$ cat config.mk
export PLATFORM = sky130hd
export DESIGN_NAME = ata_timing_register_select_top
export DESIGN_NICKNAME = d
export VERILOG_FILES = /design/src/design/ats_pkg.sv /design/src/design/ats_mode_check.sv /design/src/design/ata_timing_register_select_top.sv
export VERILOG_INCLUDE_DIRS = /design/src /design/src/design
export SDC_FILE = /design/constraint.sdc
export NUM_CORES = 1
export LEC_CHECK = 0
export ABC_AREA = 1
export BUFFER_PORTS_ARGS = -buffer_cell sky130_fd_sc_hd__buf_4
export CORE_ASPECT_RATIO = 1.5
export CORE_MARGIN = 8
export CORE_UTILIZATION = 54
export CTS_CLUSTER_DIAMETER = 40
export DETAILED_ROUTE_END_ITERATION = 16
export PLACE_DENSITY_LB_ADDON = 0.05
export RECOVER_POWER = 100
export SYNTH_ARGS = -nofsm -noshare
export SYNTH_HDL_FRONTEND = slang
export SYNTH_SLANG_ARGS = --single-unit
$ cat constraint.sdc
create_clock -name clock -period 12.57 [get_ports clock]
set_input_delay 2.514 -clock clock [delete_from_list [all_inputs] [get_ports clock]]
set_output_delay 2.514 -clock clock [all_outputs]
set_load 0.05 [all_outputs]
$ cat src/design/assert_macros.svh
// ----------------------------------------------------------------------------
// Assertion macros
// Shared concurrent assertion wrappers for the timing register select block.
// ----------------------------------------------------------------------------
`ifndef ASSERT_MACROS_SVH
`define ASSERT_MACROS_SVH

// Clocked assertion, disabled while reset is high.
`define ATS_ASSERT(name, clk, rst, prop, msg) \
   name: assert property (@(posedge clk) disable iff (rst) prop) else $error(msg);

// Clocked assertion that is also checked during reset.
`define ATS_ASSERT_ALWAYS(name, clk, prop, msg) \
   name: assert property (@(posedge clk) prop) else $error(msg);

`endif

$ cat src/design/ats_pkg.sv
// ----------------------------------------------------------------------------
// ats_pkg
// Types, timing tables and constants of the ATA timing register select block.
// ----------------------------------------------------------------------------
`default_nettype none

package ats_pkg;

   // Request item fields.
   typedef struct packed {
      logic        op;
      logic        unit;
      logic [15:0] pio_modes;
      logic [15:0] pio_cycle_ns;
      logic [15:0] mwdma_modes;
      logic [15:0] mwdma_cycle_ns;
      logic [15:0] udma_modes;
      logic        dma_read;
   } req_type;

   // Result item fields.
   typedef struct packed {
      logic        status;
      logic [31:0] timing_word;
      logic [15:0] pio_cycle_used;
      logic [15:0] dma_cycle_used;
   } rsp_type;

   // Decoded and checked modes of a configure item.
   typedef struct packed {
      logic       reject;
      logic [2:0] pio_mode;
      logic [1:0] dma_mode;
      logic [2:0] udma_mode;
      logic       has_dma;
      logic       has_udma;
   } mode_info_type;

   typedef enum logic [2:0] {
      ST_IDLE,
      ST_DECODE,
      ST_PIO_CLAMP,
      ST_PIO_SCAN,
      ST_DMA_CLAMP,
      ST_DMA_SCAN,
      ST_DONE
   } state_type;

   // Operation codes and register indexes.
   localparam logic OP_CONFIGURE   = 1'b0;
   localparam logic OP_FETCH       = 1'b1;
   localparam logic CSR_ULTRA_CELL = 1'b0;
   localparam logic CSR_CABLE_80   = 1'b1;

   localparam int PIO_ENTRIES = 11;
   localparam int DMA_ENTRIES = 9;
   localparam int IDX_W       = $clog2(PIO_ENTRIES);

   localparam logic [31:0] ULTRA_BIT        = 32'h0010_0000;
   localparam logic [31:0] ULTRA_READ_ADJ   = 32'h0080_0000;
   localparam logic [15:0] UDMA_OK_40       = 16'h0007;
   localparam logic [15:0] UDMA_OK_80       = 16'h001F;
   localparam logic [31:0] DMA_MODE0_BITS   = 32'h0008_4000;
   localparam logic [31:0] PIO_MODE0_BITS33 = 32'h0000_0526;
   localparam logic [31:0] PIO_MODE0_BITS66 = 32'h0000_038C;

   localparam logic [15:0] PIO_MIN_NS [5] = '{16'd600, 16'd383, 16'd240, 16'd180, 16'd120};
   localparam logic [15:0] DMA_MIN_NS [3] = '{16'd480, 16'd150, 16'd120};

   localparam logic [15:0] PIO_TIME [PIO_ENTRIES] = '{
      16'd2070, 16'd600, 16'd383, 16'd360, 16'd330, 16'd300,
      16'd270, 16'd240, 16'd239, 16'd180, 16'd120
   };
   localparam logic [31:0] PIO_BITS_33 [PIO_ENTRIES] = '{
      32'h0000_0400, 32'h0000_0526, 32'h0000_0085, 32'h0000_0046,
      32'h0000_0045, 32'h0000_0025, 32'h0000_0025, 32'h0000_0025,
      32'h0000_0025, 32'h0000_0025, 32'h0000_0025
   };
   localparam logic [31:0] PIO_BITS_66 [PIO_ENTRIES] = '{
      32'h0000_03FF, 32'h0000_038C, 32'h0000_020A, 32'h0000_018C,
      32'h0000_018A, 32'h0000_0156, 32'h0000_0148, 32'h0000_0127,
      32'h0000_0108, 32'h0000_00C6, 32'h0000_0065
   };

   localparam logic [15:0] DMA_TIME [DMA_ENTRIES] = '{
      16'd1950, 16'd480, 16'd360, 16'd270, 16'd240, 16'd210, 16'd180, 16'd150, 16'd120
   };
   localparam logic [31:0] DMA_BITS_33 [DMA_ENTRIES] = '{
      32'h0000_0000, 32'h0008_4000, 32'h0006_3000, 32'h0005_2800,
      32'h0004_2000, 32'h0004_1800, 32'h0003_1800, 32'h0002_1800,
      32'h0001_1800
   };
   localparam logic [31:0] DMA_BITS_66 [DMA_ENTRIES] = '{
      32'h000F_FC00, 32'h0008_4000, 32'h0006_3000, 32'h0004_A400,
      32'h0004_2000, 32'h0003_9C00, 32'h0003_1800, 32'h0002_9800,
      32'h0001_9400
   };

   localparam logic [31:0] UDMA_BITS_66 [5] = '{
      32'h1910_0000, 32'h14D0_0000, 32'h1090_0000, 32'h0C70_0000, 32'h0C50_0000
   };

   // Word that a unit holds after reset or after the cell type changes.
   function automatic logic [31:0] cell_word(input logic ultra);
      cell_word = (ultra ? PIO_MODE0_BITS66 : PIO_MODE0_BITS33) | DMA_MODE0_BITS;
   endfunction

   // Index of the highest set bit of a five-bit mode map, 0 when empty.
   function automatic logic [2:0] top_bit5(input logic [4:0] map);
      logic [2:0] n;
      n = 3'd0;
      for (int i = 0; i < 5; i++) begin
         if (map[i]) begin
            n = 3'(i);
         end
      end
      top_bit5 = n;
   endfunction

endpackage

`default_nettype wire

$ cat src/design/ats_mode_check.sv
// ----------------------------------------------------------------------------
// ats_mode_check
// Checks the mode bitmaps of a configure item and decodes the mode numbers.
// ----------------------------------------------------------------------------
`default_nettype none

module ats_mode_check (
   input  ats_pkg::req_type       item,
   input  logic                   ultra_cell,
   input  logic                   cable_80,
   output ats_pkg::mode_info_type info
);
   import ats_pkg::*;

   logic [15:0] udma_ok;

   always_comb begin
      udma_ok = ultra_cell ? (cable_80 ? UDMA_OK_80 : UDMA_OK_40) : 16'h0000;

      // A PIO map must have a mode in 0..4 and nothing above mode 4.
      info.reject = (item.pio_modes[4:0] == 5'd0) ||
                    (item.pio_modes[15:5] != 11'd0) ||
                    ((item.udma_modes & ~udma_ok) != 16'h0000) ||
                    (item.mwdma_modes[15:3] != 13'd0) ||
                    ((item.mwdma_modes != 16'h0000) && (item.udma_modes != 16'h0000));

      info.pio_mode  = top_bit5(item.pio_modes[4:0]);
      info.dma_mode  = 2'(top_bit5({2'b00, item.mwdma_modes[2:0]}));
      info.udma_mode = top_bit5(item.udma_modes[4:0]);
      info.has_dma   = (item.mwdma_modes != 16'h0000);
      info.has_udma  = (item.udma_modes != 16'h0000);
   end

endmodule

`default_nettype wire

$ cat src/design/ata_timing_register_select_top.sv
// Configure item: decode step, a clamp and a scan of the PIO table (up to 11 entries) and,
// with multiword DMA, of the DMA table (up to 9) via one comparator, then the done step.
// Fetch item and rejected configure: a decode step, then the done step.
// The next item is accepted in the cycle after the result is registered.
// Synchronous active-high reset: 33 MHz cell, 40-conductor cable, both
// units hold the PIO mode 0 and multiword DMA mode 0 word.
// ----------------------------------------------------------------------------
// ata_timing_register_select_top
// Selects and stores per-unit ATA timing words and reads them back per command.
// ----------------------------------------------------------------------------
`default_nettype none
`include "assert_macros.svh"

module ata_timing_register_select_top #(
   parameter int NUM_UNITS = 2
) (
   input  logic             clock,
   input  logic             reset,
   // Request items.
   input  logic             req_valid,
   output logic             req_stall,
   input  ats_pkg::req_type req_item,
   // Result items.
   output logic             rsp_valid,
   input  logic             rsp_stall,
   output ats_pkg::rsp_type rsp_item,
   // Register writes.
   input  logic             csr_valid,
   output logic             csr_ready,
   input  logic             csr_index,
   input  logic             csr_data
);
   import ats_pkg::*;

   localparam int UNIT_W = (NUM_UNITS > 1) ? $clog2(NUM_UNITS) : 1;

   // Sequencer and configuration state.
   state_type   state_ff, state_in;
   logic        ultra_cell_ff, ultra_cell_in;
   logic        cable_80_ff, cable_80_in;
   logic        rsp_valid_ff, rsp_valid_in;
   logic [31:0] words_ff [NUM_UNITS];
   logic [31:0] words_in [NUM_UNITS];

   // Item and work registers.
   req_type          item_ff, item_in;
   logic [15:0]      pio_t_ff, pio_t_in;
   logic [15:0]      dma_t_ff, dma_t_in;
   logic [IDX_W-1:0] idx_ff, idx_in;
   logic [IDX_W-1:0] pi_ff, pi_in;
   logic [IDX_W-1:0] di_ff, di_in;
   rsp_type          rsp_ff, rsp_in;

   mode_info_type info;
   logic [15:0]   cmp_a;
   logic [15:0]   cmp_b;
   logic          cmp_le;
   logic          accept;
   logic          out_free;
   logic          csr_write;
   logic [UNIT_W-1:0] unit_sel;
   logic [31:0]   word_rd;
   logic [31:0]   pio_bits;
   logic [31:0]   dma_bits;
   logic [31:0]   cfg_word;

   ats_mode_check u_mode_check (
      .item       (item_ff),
      .ultra_cell (ultra_cell_ff),
      .cable_80   (cable_80_ff),
      .info       (info)
   );

   // The block takes one item at a time; it waits in IDLE for the next.
   assign req_stall = (state_ff != ST_IDLE);
   assign accept    = req_valid && !req_stall;
   assign csr_ready = 1'b1;
   assign csr_write = csr_valid && csr_ready;
   assign out_free  = !rsp_valid_ff || !rsp_stall;
   assign rsp_valid = rsp_valid_ff;
   assign rsp_item  = rsp_ff;
   assign unit_sel  = UNIT_W'(item_ff.unit);
   assign word_rd   = words_ff[unit_sel];

   // The one shared comparator: clamps and table scans all go through it.
   assign cmp_le = (cmp_a <= cmp_b);

   // Timing word of a configure item from the selected table entries.
   always_comb begin
      pio_bits = ultra_cell_ff ? PIO_BITS_66[pi_ff] : PIO_BITS_33[pi_ff];
      if (info.has_udma) begin
         dma_bits = UDMA_BITS_66[info.udma_mode];
      end else begin
         dma_bits = ultra_cell_ff ? DMA_BITS_66[di_ff] : DMA_BITS_33[di_ff];
      end
      cfg_word = pio_bits | dma_bits;
   end

   always_comb begin
      state_in      = state_ff;
      ultra_cell_in = ultra_cell_ff;
      cable_80_in   = cable_80_ff;
      rsp_valid_in  = rsp_valid_ff;
      item_in       = item_ff;
      pio_t_in      = pio_t_ff;
      dma_t_in      = dma_t_ff;
      idx_in        = idx_ff;
      pi_in         = pi_ff;
      di_in         = di_ff;
      rsp_in        = rsp_ff;
      cmp_a         = 16'h0000;
      cmp_b         = 16'h0000;
      for (int i = 0; i < NUM_UNITS; i++) begin
         words_in[i] = words_ff[i];
      end

      if (rsp_valid_ff && !rsp_stall) begin
         rsp_valid_in = 1'b0;
      end

      // Register writes must come only while idle; the block does not enforce it.
      if (csr_write) begin
         case (csr_index)
            CSR_ULTRA_CELL: begin
               ultra_cell_in = csr_data;
               for (int i = 0; i < NUM_UNITS; i++) begin
                  words_in[i] = cell_word(csr_data);
               end
            end
            CSR_CABLE_80: begin
               cable_80_in = csr_data;
            end
            default: begin
            end
         endcase
      end

      case (state_ff)
         ST_IDLE: begin
            if (accept) begin
               item_in  = req_item;
               state_in = ST_DECODE;
            end
         end
         ST_DECODE: begin
            // Without multiword DMA the DMA cycle reads as zero and, without
            // Ultra DMA either, the slowest DMA entry is used.
            dma_t_in = 16'h0000;
            di_in    = '0;
            if (item_ff.op == OP_FETCH || info.reject) begin
               state_in = ST_DONE;
            end else begin
               state_in = ST_PIO_CLAMP;
            end
         end
         ST_PIO_CLAMP: begin
            cmp_a    = item_ff.pio_cycle_ns;
            cmp_b    = PIO_MIN_NS[info.pio_mode];
            pio_t_in = cmp_le ? cmp_b : cmp_a;
            idx_in   = IDX_W'(PIO_ENTRIES - 1);
            state_in = ST_PIO_SCAN;
         end
         ST_PIO_SCAN: begin
            // Walk from the fastest entry toward the slowest; the first
            // entry that is not faster than asked wins.
            cmp_a = pio_t_ff;
            cmp_b = PIO_TIME[idx_ff];
            if (cmp_le || idx_ff == '0) begin
               pi_in    = idx_ff;
               state_in = info.has_dma ? ST_DMA_CLAMP : ST_DONE;
            end else begin
               idx_in = idx_ff - IDX_W'(1);
            end
         end
         ST_DMA_CLAMP: begin
            cmp_a    = item_ff.mwdma_cycle_ns;
            cmp_b    = DMA_MIN_NS[info.dma_mode];
            dma_t_in = cmp_le ? cmp_b : cmp_a;
            idx_in   = IDX_W'(DMA_ENTRIES - 1);
            state_in = ST_DMA_SCAN;
         end
         ST_DMA_SCAN: begin
            cmp_a = dma_t_ff;
            cmp_b = DMA_TIME[idx_ff];
            if (cmp_le || idx_ff == '0) begin
               di_in    = idx_ff;
               state_in = ST_DONE;
            end else begin
               idx_in = idx_ff - IDX_W'(1);
            end
         end
         ST_DONE: begin
            // Hold here until the result register is free.
            if (out_free) begin
               rsp_valid_in = 1'b1;
               state_in     = ST_IDLE;
               rsp_in       = '0;
               if (item_ff.op == OP_FETCH) begin
                  if (ultra_cell_ff && item_ff.dma_read && ((word_rd & ULTRA_BIT) != 32'h0)) begin
                     rsp_in.timing_word = word_rd + ULTRA_READ_ADJ;
                  end else begin
                     rsp_in.timing_word = word_rd;
                  end
               end else if (info.reject) begin
                  rsp_in.status = 1'b1;
               end else begin
                  rsp_in.timing_word    = cfg_word;
                  rsp_in.pio_cycle_used = pio_t_ff;
                  rsp_in.dma_cycle_used = dma_t_ff;
                  words_in[unit_sel]    = cfg_word;
               end
            end
         end
         default: begin
            state_in = ST_IDLE;
         end
      endcase
   end

   always_ff @(posedge clock) begin
      if (reset) begin
         state_ff      <= ST_IDLE;
         ultra_cell_ff <= 1'b0;
         cable_80_ff   <= 1'b0;
         rsp_valid_ff  <= 1'b0;
         for (int i = 0; i < NUM_UNITS; i++) begin
            words_ff[i] <= cell_word(1'b0);
         end
      end else begin
         state_ff      <= state_in;
         ultra_cell_ff <= ultra_cell_in;
         cable_80_ff   <= cable_80_in;
         rsp_valid_ff  <= rsp_valid_in;
         for (int i = 0; i < NUM_UNITS; i++) begin
            words_ff[i] <= words_in[i];
         end
      end
   end

   always_ff @(posedge clock) begin
      item_ff  <= item_in;
      pio_t_ff <= pio_t_in;
      dma_t_ff <= dma_t_in;
      idx_ff   <= idx_in;
      pi_ff    <= pi_in;
      di_ff    <= di_in;
      rsp_ff   <= rsp_in;
   end

   // An accepted item always starts with a decode step.
   `ATS_ASSERT(a_accept_decode, clock, reset, (accept |=> state_ff == ST_DECODE), "accepted item did not start decoding")

   // Leaving the final step always registers a result.
   `ATS_ASSERT(a_done_result, clock, reset, ((state_ff == ST_DONE && out_free) |=> (rsp_valid_ff && state_ff == ST_IDLE)), "finished item did not produce a result")

   // A rejected configure reports zeros in every other field.
   `ATS_ASSERT(a_reject_zero, clock, reset, ((rsp_valid_ff && rsp_ff.status) |-> (rsp_ff.timing_word == 32'h0 && rsp_ff.pio_cycle_used == 16'h0 && rsp_ff.dma_cycle_used == 16'h0)), "rejected result carries nonzero fields")

   // Neither table scan runs its index past the end of the PIO table.
   `ATS_ASSERT(a_scan_range, clock, reset, ((state_ff == ST_PIO_SCAN || state_ff == ST_DMA_SCAN) |-> (idx_ff < IDX_W'(PIO_ENTRIES))), "table scan index out of range")

endmodule

`default_nettype wire
==> results by group, run 1 <==
Run status
  • Status: complete, but fails checks
  • Failing checks: capacitance limit, slew limit

GRT
  • Vias in the first global route: 10,280
  • Initial antenna violation count: 0
  • Total GRT Usage: 23.05%
  • First-pass GRT wire length: 52,830 um
  • Aggregate global routing overflow: 0
  • Largest net degree at the start of global routing: between 80 and 90

Hold path
  • Hold path startpoint: words_ff[1][25]$_SDFF_PP0_
  • HP Class: register to register
  • Worst Hold End: words_ff[1][25]$_SDFF_PP0_
  • Hold depth: 2

Worst setup path
  • Critical path class: input port to register
  • Slowest stage delay, CP: 2.24 ns
  • Cell breakdown of the critical path: clkbuf_1, nand2_1, clkinv_1, nor2_1, clkbuf_1, nand4_1, a21oi_1
  • Most common cell on crit path: clkbuf_1
  • CP Max Fanout: between 40 and 50
  • CP startpoint kind: input port
  • Critical-path top delay cell: clkbuf_1
  • Worst r2r src: item_ff[16]$_DFFE_PP_
  • CP Capture Type: register
  • Slack of the worst reg-to-reg path: 5.82 ns
  • Worst EP arrival: 7.29 ns
  • R2R Path End: words_ff[1][7]$_SDFF_PP0_
  • Worst Path Required: roughly 13 ns
  • WP buf/inv: 3
  • Crit path max-delay family: buffers and inverters
  • R2R cell count: 11

Logic synthesis
  • Count of flip-flops with a built-in enable after synthesis: 192
  • Synth Instances: 1,422
  • Ys Warns: 0
  • Library cells used by synthesis: 52
  • Sequential share of the synthesized area: 56.81%
  • Post-synthesis async set-or-reset flop share: 0%
  • Mapped Nets: about 1,500
  • Post-Syn Area: 0.01265 sq mm
  • Post-synth top area cell: edfxtp_1
  • Most used DFF post-synth: edfxtp_1
  • Synth area leaders: edfxtp_1, dfxtp_1, nand2_1, nor2_1, inv_1
  • Synth Register Bits: 263
  • Synth top area share: 45.57%
  • Syn_area_per_cell: 8.897 sq um

Routing
  • DRC Markers: 0
  • Via/cell ratio: 5.438
  • Overall routed net length: 33,390 um
  • First-pass DRT Iterations: 5
  • Post-route ant nets: 0
  • Routed via count: 10,330
  • Routed len/inst: 17.57 um
  • Initial drt markers: about 760

Clock tree
  • Clock buffer depth: 3
  • CTS tree: built
  • Clock Tree Root: clkbuf_16
  • Number of clock sinks: 263
  • Max H-tree Level: 1
  • Post-CTS setup buffers: 0
  • Clock transition at the registers of the reported paths: ~0.060 ns
  • CTS Buf Count: 31
  • CTS Hold Buffers Added: 0
  • Post-CTS Resized: 0
  • Clk_lat worst skew: 0.55 ns

Cells and area
  • Post-layout nets: 1,685
  • Share of post-route cells with drive strength above 1: 9.274%
  • Design area: 0.01471 sq mm
  • Most common cell after layout, fill and taps aside: nand2_1
  • Area growth, synth to finish: 16.31%
  • Most frequent cells in the layout: nand2_1, nor2_1, edfxtp_1
  • Fin cells: 1,900
  • N_diodes: 0
  • Util after Layout: 63.82%

Power and ir drop
  • Worst vdd ir: 0.1837 mV
  • Lkg Pwr: 5.798 nW
  • Cell Pwr Density: 209.8 mW/mm^2

STA
  • F_max: 146.5 MHz
  • Max-slew headroom: -196.0%
  • # setup viols final: 0
  • Final Cycle Share: about 54%
  • Skew final: 0.01743 ns
  • Fin. max-slew vios: 364
  • Post-layout min period: approximately 6.8 ns
  • WHS: 0.4356 ns
  • RSZ-0062 raised after global routing: no
  • Worst Tran Pin Value: roughly 4.4 ns
  • TNS Setup: 0 ns
  • Hold Fails Final Rpt: 0

Floorplan
  • DIE AREA: 0.02868 sq mm
  • Chip Width: 141.0 um
  • DIE HEIGHT: 203.5 um
  • Top-Level Pins: 158
  • Initial core utilization: a little over half
  • Placeable Area: 0.02306 sq mm
  • Row Count: ~70

Placed design
  • Post-Place Cells: 1,844
  • DP HPWL: 23,510 um
  • Placed cell areas: 0.01406 sq mm
  • Gp weighted congestion: roughly 0.91
  • Port Buf Inserts: 156

Flow run
  • MaxCap Viol Count: 9
-- report_power, final --
group	internal, mW	leakage, nW	switching (mW)
clock	0.528	0.504	0.362
sequential	1.18	2.35	0.113
combinational	0.246	2.95	0.657
total	1.95	5.80	1.13
-- cells by family after synthesis --
logic type,after synthesis,synth area share [%]
AO/OA/AOI/OAI,290,12.98
buffers and inverters,249,7.596
multiplexers,1,0.07912
XOR/XNOR,1,0.06924
AND/OR/NAND/NOR,584,19.18
adder cells (fa/ha/maj),33,3.264
flip-flops,263,56.81
other,1,0.02964
-- final cells by class --
| cell class | count | area [sq um] |
|---|---|---|
| fill | 1992 | 8343 |
| sequential | 263 | 7187 |
| multi-input combinational | 910 | 4463 |
| timing repair buffer | 165 | 923.4 |
| clock buffer | 40 | 852.1 |
| inverter | 191 | 720.7 |
| tap | 315 | 394.1 |
| clock inverter | 16 | 173.9 |
-- cells in the mapped netlist, types with 2 or more instances --
master,n
nand2_1,261
nor2_1,214
edfxtp_1,192
inv_1,176
o21ai_0,116
a21oi_1,79
dfxtp_1,71
nand3_1,70
clkbuf_1,43
ha_1,33
a31oi_1,17
o21ai_1,14
o22ai_1,13
o21a_1,11
inv_2,10
o211ai_1,10
nor3_1,9
buf_1,6
buf_2,6
a211oi_1,5
a221oi_1,5
nand4_1,5
nor2_2,5
o2111ai_1,5
nor4_1,4
or2_2,4
clkinv_1,3
a22oi_1,2
a311oi_1,2
buf_4,2
nand2_2,2
nand3_2,2
nand3b_1,2
nor3_4,2
o211a_1,2
o21bai_1,2
o31ai_1,2
-- worst reg2reg max path, cell delays in order (launching register included) --
cell and delay [ns]:
edfxtp_1 0.37, nor2_1 0.12, nand2_1 0.06, nor2_1 0.28
nand2_1 0.44, nand2_1 0.28, nand4_1 1.88, inv_1 1.54
nand2_1 0.67, clkinvlp_2 0.66, o21ai_0 0.16, a21oi_1 0.20
-- metrics by stage --
| step | worst slack, ns | power, mW |
|---|---|---|
| after global placement | 7.440 | 2.200 |
| after global routing | 5.231 | 3.260 |
| after floorplan | 6.008 | 1.934 |
| after CTS | 7.845 | 3.115 |
| after detailed placement | 7.371 | 2.222 |
| final | 5.744 | 3.087 |
-- metal layers --
layer  wire length, um  up-vias  track usage, %
li1                  -     5049               -
met1             12070     4831           24.06
met2             18320      362           44.26
met3              1581       91           2.949
met4              1411        0           11.36
met5                 0        -               0
-- state kept, by name (all words and copies together) (netlist names), named ones only --
name and flops:
ultra_cell_ff 1, dma_t_ff 16, pi_ff 4, cable_80_ff 1
rsp_valid 1, state_ff 3, item_ff 82, unit_sel 1
rsp_item 65, pio_t_ff 16, idx_ff 4, di_ff 4
words_ff 64
-- worst max-delay path by stage --
stage	start	end	slack, ns	cells past startpoint
after floorplan	req_valid	item_ff[0]$_DFFE_PP_	6.01	2
after global placement	rsp_stall	words_ff[0][3]$_SDFF_PP0_	7.44	9
after detailed placement	rsp_stall	words_ff[0][3]$_SDFF_PP0_	7.37	9
after CTS	state_ff[0]$_SDFFE_PP0P_	di_ff[1]$_SDFFCE_PP0P_	7.84	20
after global routing	item_ff[14]$_DFFE_PP_	words_ff[1][7]$_SDFF_PP0_	5.23	11
final	rsp_stall	words_ff[1][26]$_SDFF_PP0_	5.74	7
(Power assumes the default switching activity.)
==> run 2, diff against run 1 <==
- CORE_UTILIZATION: 54 -> 53
- clock period: 12.57 -> 5.67 ns (I/O delays scaled with it)
==> run 2 against run 1 <==
Effect of this change:
- the run still ends with capacitance limit, slew limit left
- cell area grew 1.7%
- register-to-register slack lost 5.0 ns
- power grew 130%
- global-route usage grew 0.94 points
- critical path depth grew 4
- wire length grew 3.7%
- sequential share of layout area shrank 0.82 points
- sequential power grew 120%
- largest cell class unchanged
==> results by group, run 2 (same netlist as run 1, synthesis figures left out) <==
Run status
  • Status: complete, but fails checks
  • Failing checks: capacitance limit, slew limit

Floorplan
  • Chip Width: 142.1 um (+0.83%)
  • DIE HEIGHT: 205.2 um (+0.87%)
  • Initial core utilization: 53.68% (-1.2 points)
  • Row Count: 69 (+1.5%)
  • Top-Level Pins: 158 (unchanged)
  • Placeable Area: 0.02357 sq mm (+2.2%)
  • DIE AREA: 0.02917 sq mm (+1.7%)

Worst setup path
  • Critical path class: register to register
  • CP startpoint kind: register
  • CP Max Fanout: 44 (-8.3%)
  • Worst EP arrival: 5.28 ns (-2.01 ns)
  • Worst Path Required: 6.08 ns (-6.96 ns)
  • CP Capture Type: register

GRT
  • First-pass GRT wire length: 54,490 um (+3.1%)
  • Initial antenna violation count: 0 (unchanged)
  • Total GRT Usage: 23.98% (+0.94 points)
  • Vias in the first global route: 10,450 (+1.7%)
  • Largest net degree at the start of global routing: 86 (unchanged)
  • Aggregate global routing overflow: 0 (unchanged)

Cells and area
  • Most common cell after layout, fill and taps aside: nand2_1
  • Filler cells: 2,100 (+5.4%)
  • Sequential cell area: 0.007187 sq mm (unchanged)
  • Multi-input gate area: 0.004503 sq mm (+0.90%)
  • Max reg flops: 82 (unchanged)
  • Most frequent cells in the layout: nand2_1, nor2_1, edfxtp_1
  • N_diodes: 0 (unchanged)
  • Area growth, synth to finish: 18.30%
  • Most flops, register: item_ff
  • Design area: 0.01497 sq mm (+1.7%)
  • Post-layout nets: 1,693 (+0.47%)
  • Share of post-route cells with drive strength above 1: 10.78% (+1.5 points)

Power and ir drop
  • Worst vdd ir: 0.4861 mV (+160%)
  • Cell Pwr Density: 470.9 mW/mm^2 (+120%)
  • Lkg Pwr: 5.935 nW (+2.4%)
  • Final Total Pwr: 7.047 mW (+130%)

STA
  • Setup ws final: 0.7930 ns (-4.951 ns)
  • # setup viols final: 0 (unchanged)
  • Skew final: 0.02710 ns (+0.009674 ns)
  • Post-layout min period: just under 5 ns
  • Max-slew headroom: -62.14% (+130 points)
  • Final Cycle Share: around 86%
  • Fin. max-slew vios: 227 (-38%)
  • F_max: 205.0 MHz
  • RSZ-0062 raised after global routing: no
  • Hold Fails Final Rpt: 0 (unchanged)
  • TNS Setup: 0 ns (unchanged)
  • Worst Tran Pin Value: 2.432 ns (-2.007 ns)

Routing
  • Post-route ant nets: 0 (unchanged)
  • Via/cell ratio: 5.420 (-0.34%)
  • Met3 wire length: 1974 um (+25%)
  • Routed via count: 10,370 (+0.40%)
  • DRC Markers: 0 (unchanged)
  • First-pass DRT Iterations: 5 (unchanged)
  • Routed len/inst: 18.09 um (+2.9%)
  • Initial drt markers: 587 (-23%)
  • Met2 routed WL: 18,530 um (+1.2%)
  • Overall routed net length: 34,620 um (+3.7%)
  • Metal1 wirelength: 12,120 um (+0.36%)
  • Top Layer Used: met4

Clock tree
  • Clk_lat worst skew: 0.51 ns (-0.04 ns)
  • Clock Tree Root: clkbuf_16
  • CTS tree: built
  • Post-CTS setup buffers: 0 (unchanged)
  • Post-CTS Resized: 0 (unchanged)
  • Number of clock sinks: 263 (unchanged)
  • CTS Buf Count: 34 (+9.7%)
  • Max H-tree Level: 2 (+1)
  • Clock buffer depth: 3 (unchanged)
  • Clock transition at the registers of the reported paths: 0.06 ns (about the same)
  • CTS Hold Buffers Added: 0 (unchanged)

Hold path
  • HP Class: register to register

Flow run
  • MaxCap Viol Count: 4 (-5)

Placed design
  • Gp weighted congestion: 0.8946 (-1.8%)
  • Port Buf Inserts: 156 (unchanged)
  • Pre-CTS WS: 1.249 ns (-6.122 ns)
  • Placed cell areas: 0.01410 sq mm (+0.29%)
  • DP HPWL: 24,960 um (+6.2%)
==> run 2: cell types whose count changed in the layout (fill, tap and decap cells not counted), moves of 2 or more <==
cell	before	now
clkbuf_1	91	81
buf_4	6	11
clkbuf_4	75	79
clkinv_8	0	4
clkinv_4	2	5
clkbuf_16	33	35
clkbuf_2	0	2
clkinv_1	6	4
clkinvlp_4	0	2
inv_6	5	3
nor2_1	214	212
==> run 2: area by class of cell <==
class / count / share of cell area [%]
sequential: 263 / 48.02
clock inverter: 22 / 1.848
clock buffer: 39 / 6.020
timing repair buffer: 170 / 6.538
multi-input combinational: 910 / 30.09
inverter: 191 / 4.816
tap: 319 / 2.667
==> run 2: metal layers <==
layer / track usage, % / vias up
met3: 3.994 / 123
met5: 0 / -
met4: 14.56 / 0
met1: 24.33 / 4799
li1: - / 5066
met2: 44.88 / 386
==> run 2: final timing paths <==
kind,slack [ns],endpoint,cells after the start,start
hold reg to reg,0.44,words_ff[1][29]$_SDFF_PP0_,2,words_ff[1][29]$_SDFF_PP0_
setup / recovery,0.79,words_ff[1][7]$_SDFF_PP0_,11,state_ff[2]$_SDFFE_PP0P_
hold / removal,0.44,words_ff[1][29]$_SDFF_PP0_,2,words_ff[1][29]$_SDFF_PP0_
setup reg to reg,0.79,words_ff[1][7]$_SDFF_PP0_,11,state_ff[2]$_SDFFE_PP0P_
==> run 2: through the flow <==
| stage | utilization [%] | hold WS (ns) | std cells |
|---|---|---|---|
| floorplan | - | 0.4155 | 1422 |
| global placement | 59.85 | 0.4226 | 1853 |
| detailed placement | 59.85 | 0.4294 | 1853 |
| CTS | 64.84 | 0.4386 | 1914 |
| global route | 63.50 | 0.4613 | 1914 |
| finish | 63.50 | 0.4369 | 1914 |
==> run 2: power breakdown <==
part / switching, mW / total (mW) / leakage (nW) / internal, mW
logic: 1.46 / 2.01 / 3.02 / 0.552
registers: 0.253 / 2.85 / 2.35 / 2.60
clock network: 0.865 / 2.18 / 0.568 / 1.32
total: 2.58 / 7.05 / 5.93 / 4.47
==> run 2: critical path, stage by stage (launching register included) <==
cell,delay [ns]
dfxtp_1,0.39
inv_1,0.15
nor3_4,0.12
clkbuf_1,1.43
inv_4,0.36
nor2_8,0.60
inv_1,0.14
nor2_2,0.10
nand2_1,0.44
clkinvlp_2,0.69
o21ai_0,0.14
a21oi_1,0.17
